$ cat src/buddy_page_allocator_unit_assert.svh
`ifndef BUDDY_PAGE_ALLOCATOR_UNIT_ASSERT_SVH
`define BUDDY_PAGE_ALLOCATOR_UNIT_ASSERT_SVH

// same-cycle implication
`define BPA_ASSERT_IMP(lbl, ante, cons, msg) \
  lbl: assert property (@(posedge clk_i) disable iff (!rst_ni) (ante) |-> (cons)) else $error(msg);

// next-cycle implication
`define BPA_ASSERT_NXT(lbl, ante, cons, msg) \
  lbl: assert property (@(posedge clk_i) disable iff (!rst_ni) (ante) |=> (cons)) else $error(msg);

`endif

$ cat src/bpa_pkg.sv
package bpa_pkg;

  localparam int PAGE_W = 10;
  localparam int ORD_W  = 4;
  localparam int ST_W   = 2;
  localparam int TAG_W  = ORD_W + 1;

  localparam int NUM_ORDERS_DEF = 11;
  localparam int POOL_PAGES_DEF = 1024;

  typedef enum logic [ST_W-1:0] {
    ST_OK,
    ST_NO_FREE,
    ST_ORD_BIG,
    ST_TAG_BAD
  } status_e;

  typedef enum logic [3:0] {
    OP_NOP,
    OP_CLR,
    OP_LOAD,
    OP_INC,
    OP_SRCH,
    OP_UNLINK,
    OP_SPLIT,
    OP_APP1,
    OP_APP2,
    OP_ATAG,
    OP_FCHK,
    OP_FTAG,
    OP_MRD,
    OP_MERGE,
    OP_FIN,
    OP_RESP
  } dp_op_e;

  typedef enum logic [3:0] {
    S_CLR,
    S_IDLE,
    S_ACHK,
    S_SRCH,
    S_UNLINK,
    S_SPLIT,
    S_APP1,
    S_APP2,
    S_ATAG,
    S_FCHK,
    S_FTAG,
    S_MRD,
    S_MTAG,
    S_FIN,
    S_RESP
  } ctl_state_e;

  typedef struct packed {
    dp_op_e  op;
    status_e st;
  } dp_cmd_t;

  typedef struct packed {
    logic clr_last;
    logic is_alloc;
    logic ord_big;
    logic lvl_top;
    logic head_valid;
    logic split_more;
    logic split_in;
    logic pg_oob;
    logic tag_alloc_ok;
    logic merge_ok;
    logic merge_in;
    logic tag_free_ok;
    logic out_busy;
  } dp_stat_t;

endpackage

$ cat src/bpa_ctl.sv
module bpa_ctl (
  input  logic               clk_i,
  input  logic               rst_ni,
  input  logic               in_valid_i,
  input  logic               in_free_i,
  input  bpa_pkg::dp_stat_t  stat_i,
  output logic               in_ready_o,
  output bpa_pkg::dp_cmd_t   cmd_o
);
  import bpa_pkg::*;

  ctl_state_e state_q, state_d;
  status_e    st_q, st_d;

  always_ff @(posedge clk_i or negedge rst_ni) begin
    if (!rst_ni) begin
      state_q <= S_CLR;
      st_q    <= ST_OK;
    end else begin
      state_q <= state_d;
      st_q    <= st_d;
    end
  end

  always_comb begin
    state_d    = state_q;
    st_d       = st_q;
    in_ready_o = 1'b0;
    cmd_o.op   = OP_NOP;
    cmd_o.st   = st_q;
    case (state_q)
      S_CLR: begin
        cmd_o.op = OP_CLR;
        if (stat_i.clr_last) state_d = S_IDLE;
      end
      S_IDLE: begin
        in_ready_o = 1'b1;
        if (in_valid_i) begin
          cmd_o.op = OP_LOAD;
          state_d  = in_free_i ? S_FCHK : S_ACHK;
        end
      end
      S_ACHK: begin
        if (stat_i.ord_big) begin
          st_d    = ST_ORD_BIG;
          state_d = S_RESP;
        end else begin
          state_d = S_SRCH;
        end
      end
      S_SRCH: begin
        if (stat_i.lvl_top) begin
          st_d    = ST_NO_FREE;
          state_d = S_RESP;
        end else if (!stat_i.head_valid) begin
          cmd_o.op = OP_INC;
        end else begin
          cmd_o.op = OP_SRCH;
          state_d  = S_UNLINK;
        end
      end
      S_UNLINK: begin
        cmd_o.op = OP_UNLINK;
        state_d  = S_SPLIT;
      end
      S_SPLIT: begin
        if (!stat_i.split_more) begin
          state_d = S_ATAG;
        end else begin
          cmd_o.op = OP_SPLIT;
          state_d  = stat_i.split_in ? S_APP1 : S_SPLIT;
        end
      end
      S_APP1: begin
        cmd_o.op = OP_APP1;
        state_d  = S_APP2;
      end
      S_APP2: begin
        cmd_o.op = OP_APP2;
        if (stat_i.is_alloc) begin
          state_d = S_SPLIT;
        end else begin
          st_d    = ST_OK;
          state_d = S_RESP;
        end
      end
      S_ATAG: begin
        cmd_o.op = OP_ATAG;
        st_d     = ST_OK;
        state_d  = S_RESP;
      end
      S_FCHK: begin
        if (stat_i.pg_oob) begin
          st_d    = ST_TAG_BAD;
          state_d = S_RESP;
        end else begin
          cmd_o.op = OP_FCHK;
          state_d  = S_FTAG;
        end
      end
      S_FTAG: begin
        if (stat_i.tag_alloc_ok) begin
          cmd_o.op = OP_FTAG;
          state_d  = S_MRD;
        end else begin
          st_d    = ST_TAG_BAD;
          state_d = S_RESP;
        end
      end
      S_MRD: begin
        if (stat_i.merge_ok && stat_i.merge_in) begin
          cmd_o.op = OP_MRD;
          state_d  = S_MTAG;
        end else begin
          state_d = S_FIN;
        end
      end
      S_MTAG: begin
        if (stat_i.tag_free_ok) begin
          cmd_o.op = OP_MERGE;
          state_d  = S_MRD;
        end else begin
          state_d = S_FIN;
        end
      end
      S_FIN: begin
        cmd_o.op = OP_FIN;
        state_d  = S_APP1;
      end
      S_RESP: begin
        if (!stat_i.out_busy) begin
          cmd_o.op = OP_RESP;
          state_d  = S_IDLE;
        end
      end
      default: state_d = S_IDLE;
    endcase
  end

endmodule

$ cat config.mk
export PLATFORM = sky130hd
export DESIGN_NAME = bpa_ctl
export DESIGN_NICKNAME = d
export VERILOG_FILES = /design/src/buddy_page_allocator_unit_assert.svh /design/src/bpa_pkg.sv /design/src/bpa_ctl.sv
export SDC_FILE = /design/constraint.sdc
export NUM_CORES = 1
export LEC_CHECK = 0
export BUFFER_PORTS_ARGS = -buffer_cell sky130_fd_sc_hd__buf_2
export CORE_ASPECT_RATIO = 2
export CORE_MARGIN = 2
export CORE_UTILIZATION = 30
export CTS_CLUSTER_SIZE = 10
export DETAILED_ROUTE_END_ITERATION = 12
export SYNTH_ARGS = -nofsm -noshare
export SYNTH_HDL_FRONTEND = slang
export SYNTH_SLANG_ARGS = --single-unit
$ cat constraint.sdc
create_clock -name clk_i -period 2 [get_ports clk_i]
set_clock_uncertainty 0.05 [all_clocks]
set_input_delay 0.2 -clock clk_i [delete_from_list [all_inputs] [get_ports clk_i]]
set_output_delay 0.2 -clock clk_i [all_outputs]
set_load 0.005 [all_outputs]
Word-level counts from Yosys, hierarchy flattened

Index checks and enable logic that the tools add are counted.
Widths: inputs -> output; s select.

Flip-flop bits (word level): 6
Output and inout port bits: 7
Logic and storage cells: 62

Equality and inequality tests: 23
Multiplexer cells: 32
Reduce and logical (&&, ||, !) cells: 5

Operators by type and width:

| operator           | count |
|---|---|
| $pmux 4 s15        | 1 |
| $mux 4             | 14 |
| $pmux 4 s14        | 1 |
| $eq 4x4->1 const B | 7 |
| $mux 3             | 6 |
| $eq 4x3->1 const B | 4 |
| $ne 2x2->1 const B | 8 |
| $mux 2             | 7 |
| $pmux 2 s6         | 1 |
| $eq 4x2->1 const B | 2 |
| $reduce_and 6->1   | 1 |
| $reduce_bool 6->1  | 1 |
| $eq 4x1->1 const B | 1 |
| $logic_not 4->1    | 1 |
| $reduce_and 4->1   | 1 |
| $ne 3x3->1 const B | 1 |
| $mux 1             | 2 |
| $logic_and 1x1->1  | 1 |

Logic depth before layout (Yosys ltp)

Gate-level depths: netlist (run 1).

Word-level depth: 3
Depth in mapped cells: 7
Gate-level depth less buffers: 5

Worst setup path before layout (run 1)

OpenSTA, ideal clock, no wires.

Kind: register to register
From: register state_q[1]
To: register state_q[3]
Setup time: 0.122 ns
Arrival: 1.534 ns
Setup slack: 0.294 ns
Stages on the path, launching flop included: 7
Buffers on the path: 1
Path through: dfrtp_1 buf_6 or4_4 a21oi_2 or2_2 a211oi_2 a32o_1

Word-level cells in the longest chain between the ends: 3
Elaborated cells between the ends (all ways): 21
Those cells by class: eq/ne (18); mux (1); reduce/logical (2)

RTL lines:

| what                                               | RTL line      | text |
|---|---|---|
| start: declaration                                 | bpa_ctl.sv:12 | `ctl_state_e state_q, state_d;` |
| start signal: assignment                           | bpa_ctl.sv:20 | `state_q <= state_d;` |
| $eq 4x2->1, or another cell as far along           | bpa_ctl.sv:31 | `case (state_q)` |
| $ne 3x3->1 (no line) or $ne 2x2->1 (tied branches) | n/a           |  |
| $reduce_and 4->1 (no line)                         | n/a           |  |

Several ways; a longest one is shown, not always the timed one.
A chain may end at the register's enable or synchronous reset.

Final worst setup path (run 1)

Ends and elaborated chain as after synthesis.

==> results.yml, run 1 <==
pwr:
  p_leak_nw: 0.4596
  peakVddDrop_mv: 0.6519
  cellPowerDensity_nw_per_um2: 1603
synth:
  yosysSeqAreaShare: 0.1852
  synth_area_sq_um: 810.8
  async_flop_share: 1.000
  yosysUniqueCellTypes: 43
  synth_nets: 130
  yosys-top-cells-area: "dfrtp_1 19%, nand2_1 6.0%, a21oi_1 5.6%, nor2b_1 4.6%, o221ai_1 4.3%"
  netlist.area_leader.share: 0.1852
  synth_top_cell_by_area: "dfrtp_1"
  synthFlopType: "dfrtp_1"
  synth_edf_count: 0
  postSynthCellCount: 113
  ys_ff_latch: 6
  syn_avg_cell_area_sq_um: 7.175
  yosysWarnings: 0
cts:
  htreeDepth: 1
  clk_pin_slew_ns: 0.03
  clock_tree.root_cell: "clkbuf_8"
  clk_path_buf_depth: 2
  clkSinkCount: 6
  insertion_delay_ns: 0.22
  cts_tree: "yes"
  cts_buffers: 3
final_layout:
  final_util: 0.4202
  post_route_cells_drive_above_1_share: 0.3706
  diodes: 0
  final_cell_area_sq_um: 1080
  synthToLayoutAreaGrowth_pct: 33.18
  final_common_cell: "buf_2"
  layout_common_cells: "23 x buf_2, 14 x buf_4, 13 x nand2_1"
  finalNetCount: 162
route:
  firstDrtPassIters: 4
  avgRoutedWirePerCell_um: 15.75
  vias: 1046
  drc_errors: 0
  drtIter0Drc: 55
  drt-total-wl_um: 2693
  vias_per_cell: 6.117
  ant_nets: 0
status:
  status: "complete, no violations"
placed_design:
  io_buffers: 23
  dp_hpwl_um: 2192
  postPlaceCellArea_sq_um: 1003
  place_congestion: 0.8822
setup_path:
  critPathSlowestCell: "or4_4"
  crit_type: "reg2reg"
  cp-end-kind: "flip-flop"
  reg2reg_slack_ns: 0.06
  critPathMaxFanout: 9
  crit_chain: "buf_4, or4_4, a21oi_2, or2_2, a211oi_2, a32o_1"
  r2r_start: "state_q[1]$_DFFE_PN0P_"
  arrival_ns: 1.99
  max_stage_delay_ns: 0.52
  r2r_cells: 6
  required_ns: 2.05
  start_kind: "flip-flop"
  rr_endpoint: "state_q[3]$_DFFE_PN0P_"
sta:
  max_slew_margin: 0.6091
  tightest_slew_ns: 0.5716
  setup_violations: 0
  fin_crit_sh: 0.9687
  fin_crit_ns: 1.937
  rsz0062_at_grt: "yes"
  hold_viol: 0
  clock.fmax_mhz: 516.1
  setup_tns_ns: 0
  maxSlewViolCount: 0
global_route:
  grt_pass1_vias: 1062
  antenna_found_initial: 0
  grt_start_max_net_pins: 12
  grt_pass1_wl_um: 4257
  track_usage: 0.1856
  overflow: 0
worst_hold_path:
  min_path_type: "in2async"
floorplanning:
  coreArea_sq_um: 2570
  ios: 24
  die_w_um: 40.76
  num_rows: 26
  initial_core_util: 0.3155
  dieArea_sq_um: 3160
  die_y_um: 77.52
job:
  maxCapViolations: 0
## synthesized netlist by cell type (all sizes together) (2+ instances only)
cell type  number
nand4           2
a21o            2
o211ai          2
or2             2
nand3           2
nor2            9
buf             8
o221ai          4
dfrtp           6
nand2b          4
a31oi           4
o21ai           6
clkbuf          3
a21oi          10
nor2b           6
o22a            2
o21bai          2
nand2          13
mux2            3
inv             3
a311oi          3
a32o            2
## metal layers
layer | wire, um | part of all wire | track usage
met3 | 139 | 0.052 | 0.02571
met4 | 131 | 0.049 | 0.1267
met2 | 1455 | 0.54 | 0.3206
met1 | 966 | 0.36 | 0.1799
met5 | 0 | 0 | 0
## cell type report
class | count | area (sq um)
well taps | 28 | 35.03
flip-flops and latches | 6 | 153.9
multi-input cells | 93 | 608.1
inverters | 3 | 11.26
fillers | 273 | 1490
clock buffers | 3 | 41.29
repair buffers | 38 | 230.2
## where the power goes
| part | switching [W] | total [W] | leakage, nW | internal, W |
|---|---|---|---|---|
| registers | 0.0000926 | 0.000278 | 0.0685 | 0.000185 |
| clock network | 0.0000464 | 0.000175 | 0.0216 | 0.000129 |
| logic | 0.000664 | 0.00128 | 0.370 | 0.000615 |
## stage by stage
stage	std cells	power (W)	hold slack [ns]	setup WS [ns]
floorplan	113	0.001103	-0.1456	0.2942
detailed placement	166	0.001492	-0.02114	0.1047
CTS	170	0.001681	0.2813	0.01941
global placement	166	0.001479	-0.02222	0.1615
finish	171	0.001731	0.2824	0.06257
global route	171	0.001880	0.3030	-0.02854
## kinds of logic (layout without fill, tap and decap cells)
logic type	count (synthesis)	count (layout)	share of synthesized area
compound gates	47	47	0.4182
buf+inv	14	44	0.08179
flops	6	6	0.1852
mux	3	3	0.04166
simple gates	43	43	0.2731
## sequential cells by signal (all words and copies together), names as in the netlist
register  count
st_q          2
state_q       4
## worst max-delay path, delay by kind of cell (launching register included)
family / cells / cell delay, ns
and+or+nand+nor: 2 / 0.67
buffers and inverters: 1 / 0.16
DFF: 1 / 0.46
AOI/OAI and AO/OA: 3 / 0.48
## how the worst max path moves through the flow
stage                           start  slack (ns)  depth (start not counted)                endpoint
5_1_grt        state_q[1]$_DFFE_PN0P_       -0.03                          7                cmd_o[5]
4_1_cts        state_q[3]$_DFFE_PN0P_        0.02                          6                cmd_o[2]
2_1_floorplan  state_q[1]$_DFFE_PN0P_        0.29                          6  state_q[3]$_DFFE_PN0P_
3_3_place_gp   state_q[3]$_DFFE_PN0P_        0.16                          6  state_q[0]$_DFFE_PN0P_
6_report       state_q[1]$_DFFE_PN0P_        0.06                          6  state_q[3]$_DFFE_PN0P_
3_5_place_dp   state_q[3]$_DFFE_PN0P_        0.10                          6  state_q[0]$_DFFE_PN0P_
## repair_timing
item                                    in CTS  in global routing
gates resized for setup                      1                  5
endpoints found under the setup margin       1                  4
hold buffers                                 1                  0
setup buffers                                0                  1
endpoints found under the hold margin        6                  0
cloned                                       0                  0
(Power assumes the default switching activity.)
==> run 2: changes to the inputs <==
RECOVER_POWER = 25   (was unset)
==> results.yml, run 2 (synthesis results as in run 1) <==
setup_path:
  arrival_ns: 1.99
  start_kind: "flip-flop"
  critPathMaxFanout: 9
  crit_type: "reg2reg"
  required_ns: 2.05
  cp-end-kind: "flip-flop"
  rr_endpoint: "state_q[3]$_DFFE_PN0P_"
  r2r_cells: 6
  reg2reg_slack_ns: 0.06
  r2r_start: "state_q[1]$_DFFE_PN0P_"
sta:
  tightest_slew_ns: 0.5714
  rsz0062_at_grt: "yes"
  fin_crit_sh: 0.9683
  maxSlewViolCount: 0
  setup_tns_ns: 0
  hold_viol: 0
  max_slew_margin: 0.6092
  setup_violations: 0
  fin_crit_ns: 1.937
  clock.fmax_mhz: 516.4
placed_design:
  dp_hpwl_um: 2192
  place_congestion: 0.8822
  io_buffers: 23
final_layout:
  largest_register_ffs: 4
  layout_common_cells: "22 x buf_2, 14 x buf_4, 13 x nand2_1"
  post_route_cells_drive_above_1_share: 0.3636
  final_util: 0.4197
  diodes: 0
  synthToLayoutAreaGrowth_pct: 33.02
  top_regs: "state_q: 4 flops, st_q: 2 flops"
  top_register: "state_q"
  fillers: 274
  final_common_cell: "buf_2"
  finalNetCount: 162
floorplanning:
  num_rows: 26
  initial_core_util: 0.3155
  coreArea_sq_um: 2570
  die_w_um: 40.76
  dieArea_sq_um: 3160
  ios: 24
  die_y_um: 77.52
worst_hold_path:
  min_path_cells: 2
  min_path_type: "in2reg"
  holdCritStartpoint: "stat_i[0]"
  whs_endpoint: "state_q[2]$_DFFE_PN0P_"
cts:
  clk_pin_slew_ns: 0.03
  clock_tree.root_cell: "clkbuf_8"
  insertion_delay_ns: 0.22
  htreeDepth: 1
  clk_path_buf_depth: 2
  cts_buffers: 3
  clkSinkCount: 6
  cts_tree: "yes"
pwr:
  p_seq_frac: 0.160
  combPwrFrac: 0.739
  peakVddDrop_mv: 0.6512
  switching_power_w: 0.0008059
  p_clk_frac: 0.101
  p_leak_nw: 0.4568
  switching_share: 0.4648
  internal_power_w: 0.0009280
  cellPowerDensity_nw_per_um2: 1608
  power.total_w: 0.001734
job:
  maxCapViolations: 0
global_route:
  grt_pass1_wl_um: 4257
  overflow: 0
  track_usage: 0.1856
  antenna_found_initial: 0
  grt_start_max_net_pins: 12
  grt_pass1_vias: 1062
route:
  drt-total-wl_um: 2705
  vias_per_cell: 6.140
  ant_nets: 0
  drtIter0Drc: 55
  vias: 1050
  firstDrtPassIters: 4
  avgRoutedWirePerCell_um: 15.82
  drc_errors: 0
status:
  status: "complete, no violations"
==> run 2: through the flow <==
stage | cell area [sq um] | setup WS, ns | hold WS, ns | instances
6_report | 1079 | 0.06347 | 0.2962 | 171
5_1_grt | 1079 | -0.02854 | 0.3030 | 171
4_1_cts | 1056 | 0.01941 | 0.2813 | 170
3_5_place_dp | 1003 | 0.1047 | -0.02114 | 166
3_3_place_gp | 1003 | 0.1615 | -0.02222 | 166
2_1_floorplan | 810.8 | 0.2942 | -0.1456 | 113
==> run 2: power groups by stage <==
stage / Clock, W / Combinational (W) / Sequential [W]
after global placement: 0 / 0.00121 / 0.000268
after global routing: 0.000193 / 0.00141 / 0.000281
after floorplan: 0 / 0.000884 / 0.000218
after detailed placement: 0 / 0.00122 / 0.000269
final: 0.000175 / 0.00128 / 0.000277
after CTS: 0.000181 / 0.00123 / 0.000270
==> run 2: timing repair <==
item	4_1_cts	5_1_grt
setup endpoints to repair	1	4
hold buffers	1	0
resized for setup	1	5
setup buffers	0	1
hold endpoints to repair	6	0
==> run 2: how the worst max path moves through the flow <==
stage                                       from                endpoint  slack [ns]  cells past startpoint
final                     state_q[1]$_DFFE_PN0P_  state_q[3]$_DFFE_PN0P_        0.06                      6
after global routing      state_q[1]$_DFFE_PN0P_                cmd_o[5]       -0.03                      7
after CTS                 state_q[3]$_DFFE_PN0P_                cmd_o[2]        0.02                      6
after detailed placement  state_q[3]$_DFFE_PN0P_  state_q[0]$_DFFE_PN0P_        0.10                      6
after global placement    state_q[3]$_DFFE_PN0P_  state_q[0]$_DFFE_PN0P_        0.16                      6
after floorplan           state_q[1]$_DFFE_PN0P_  state_q[3]$_DFFE_PN0P_        0.29                      6
==> run 2: critical path: stages (launching register included) <==
cell      delay (ns)
dfrtp_2         0.46
buf_4           0.16
or4_4           0.52
a21oi_2         0.18
or2_2           0.15
a211oi_2        0.06
a32o_1          0.24
==> run 2: final cells by class <==
class	count	area (sq um)	area share
Inverter	3	11.26	0.01044
Timing Repair Buffer	38	229.0	0.2123
Tap cell	28	35.03	0.03248
Multi-Input combinational cell	93	608.1	0.5638
Clock buffer	3	41.29	0.03828
Sequential cell	6	153.9	0.1427
==> run 2: layer usage <==
metal	vias up	part of all wire	track usage
met5	-	0	0
met2	57	0.54	0.3206
met3	17	0.054	0.02571
li1	491	-	-
met1	485	0.36	0.1799
met4	0	0.046	0.1267
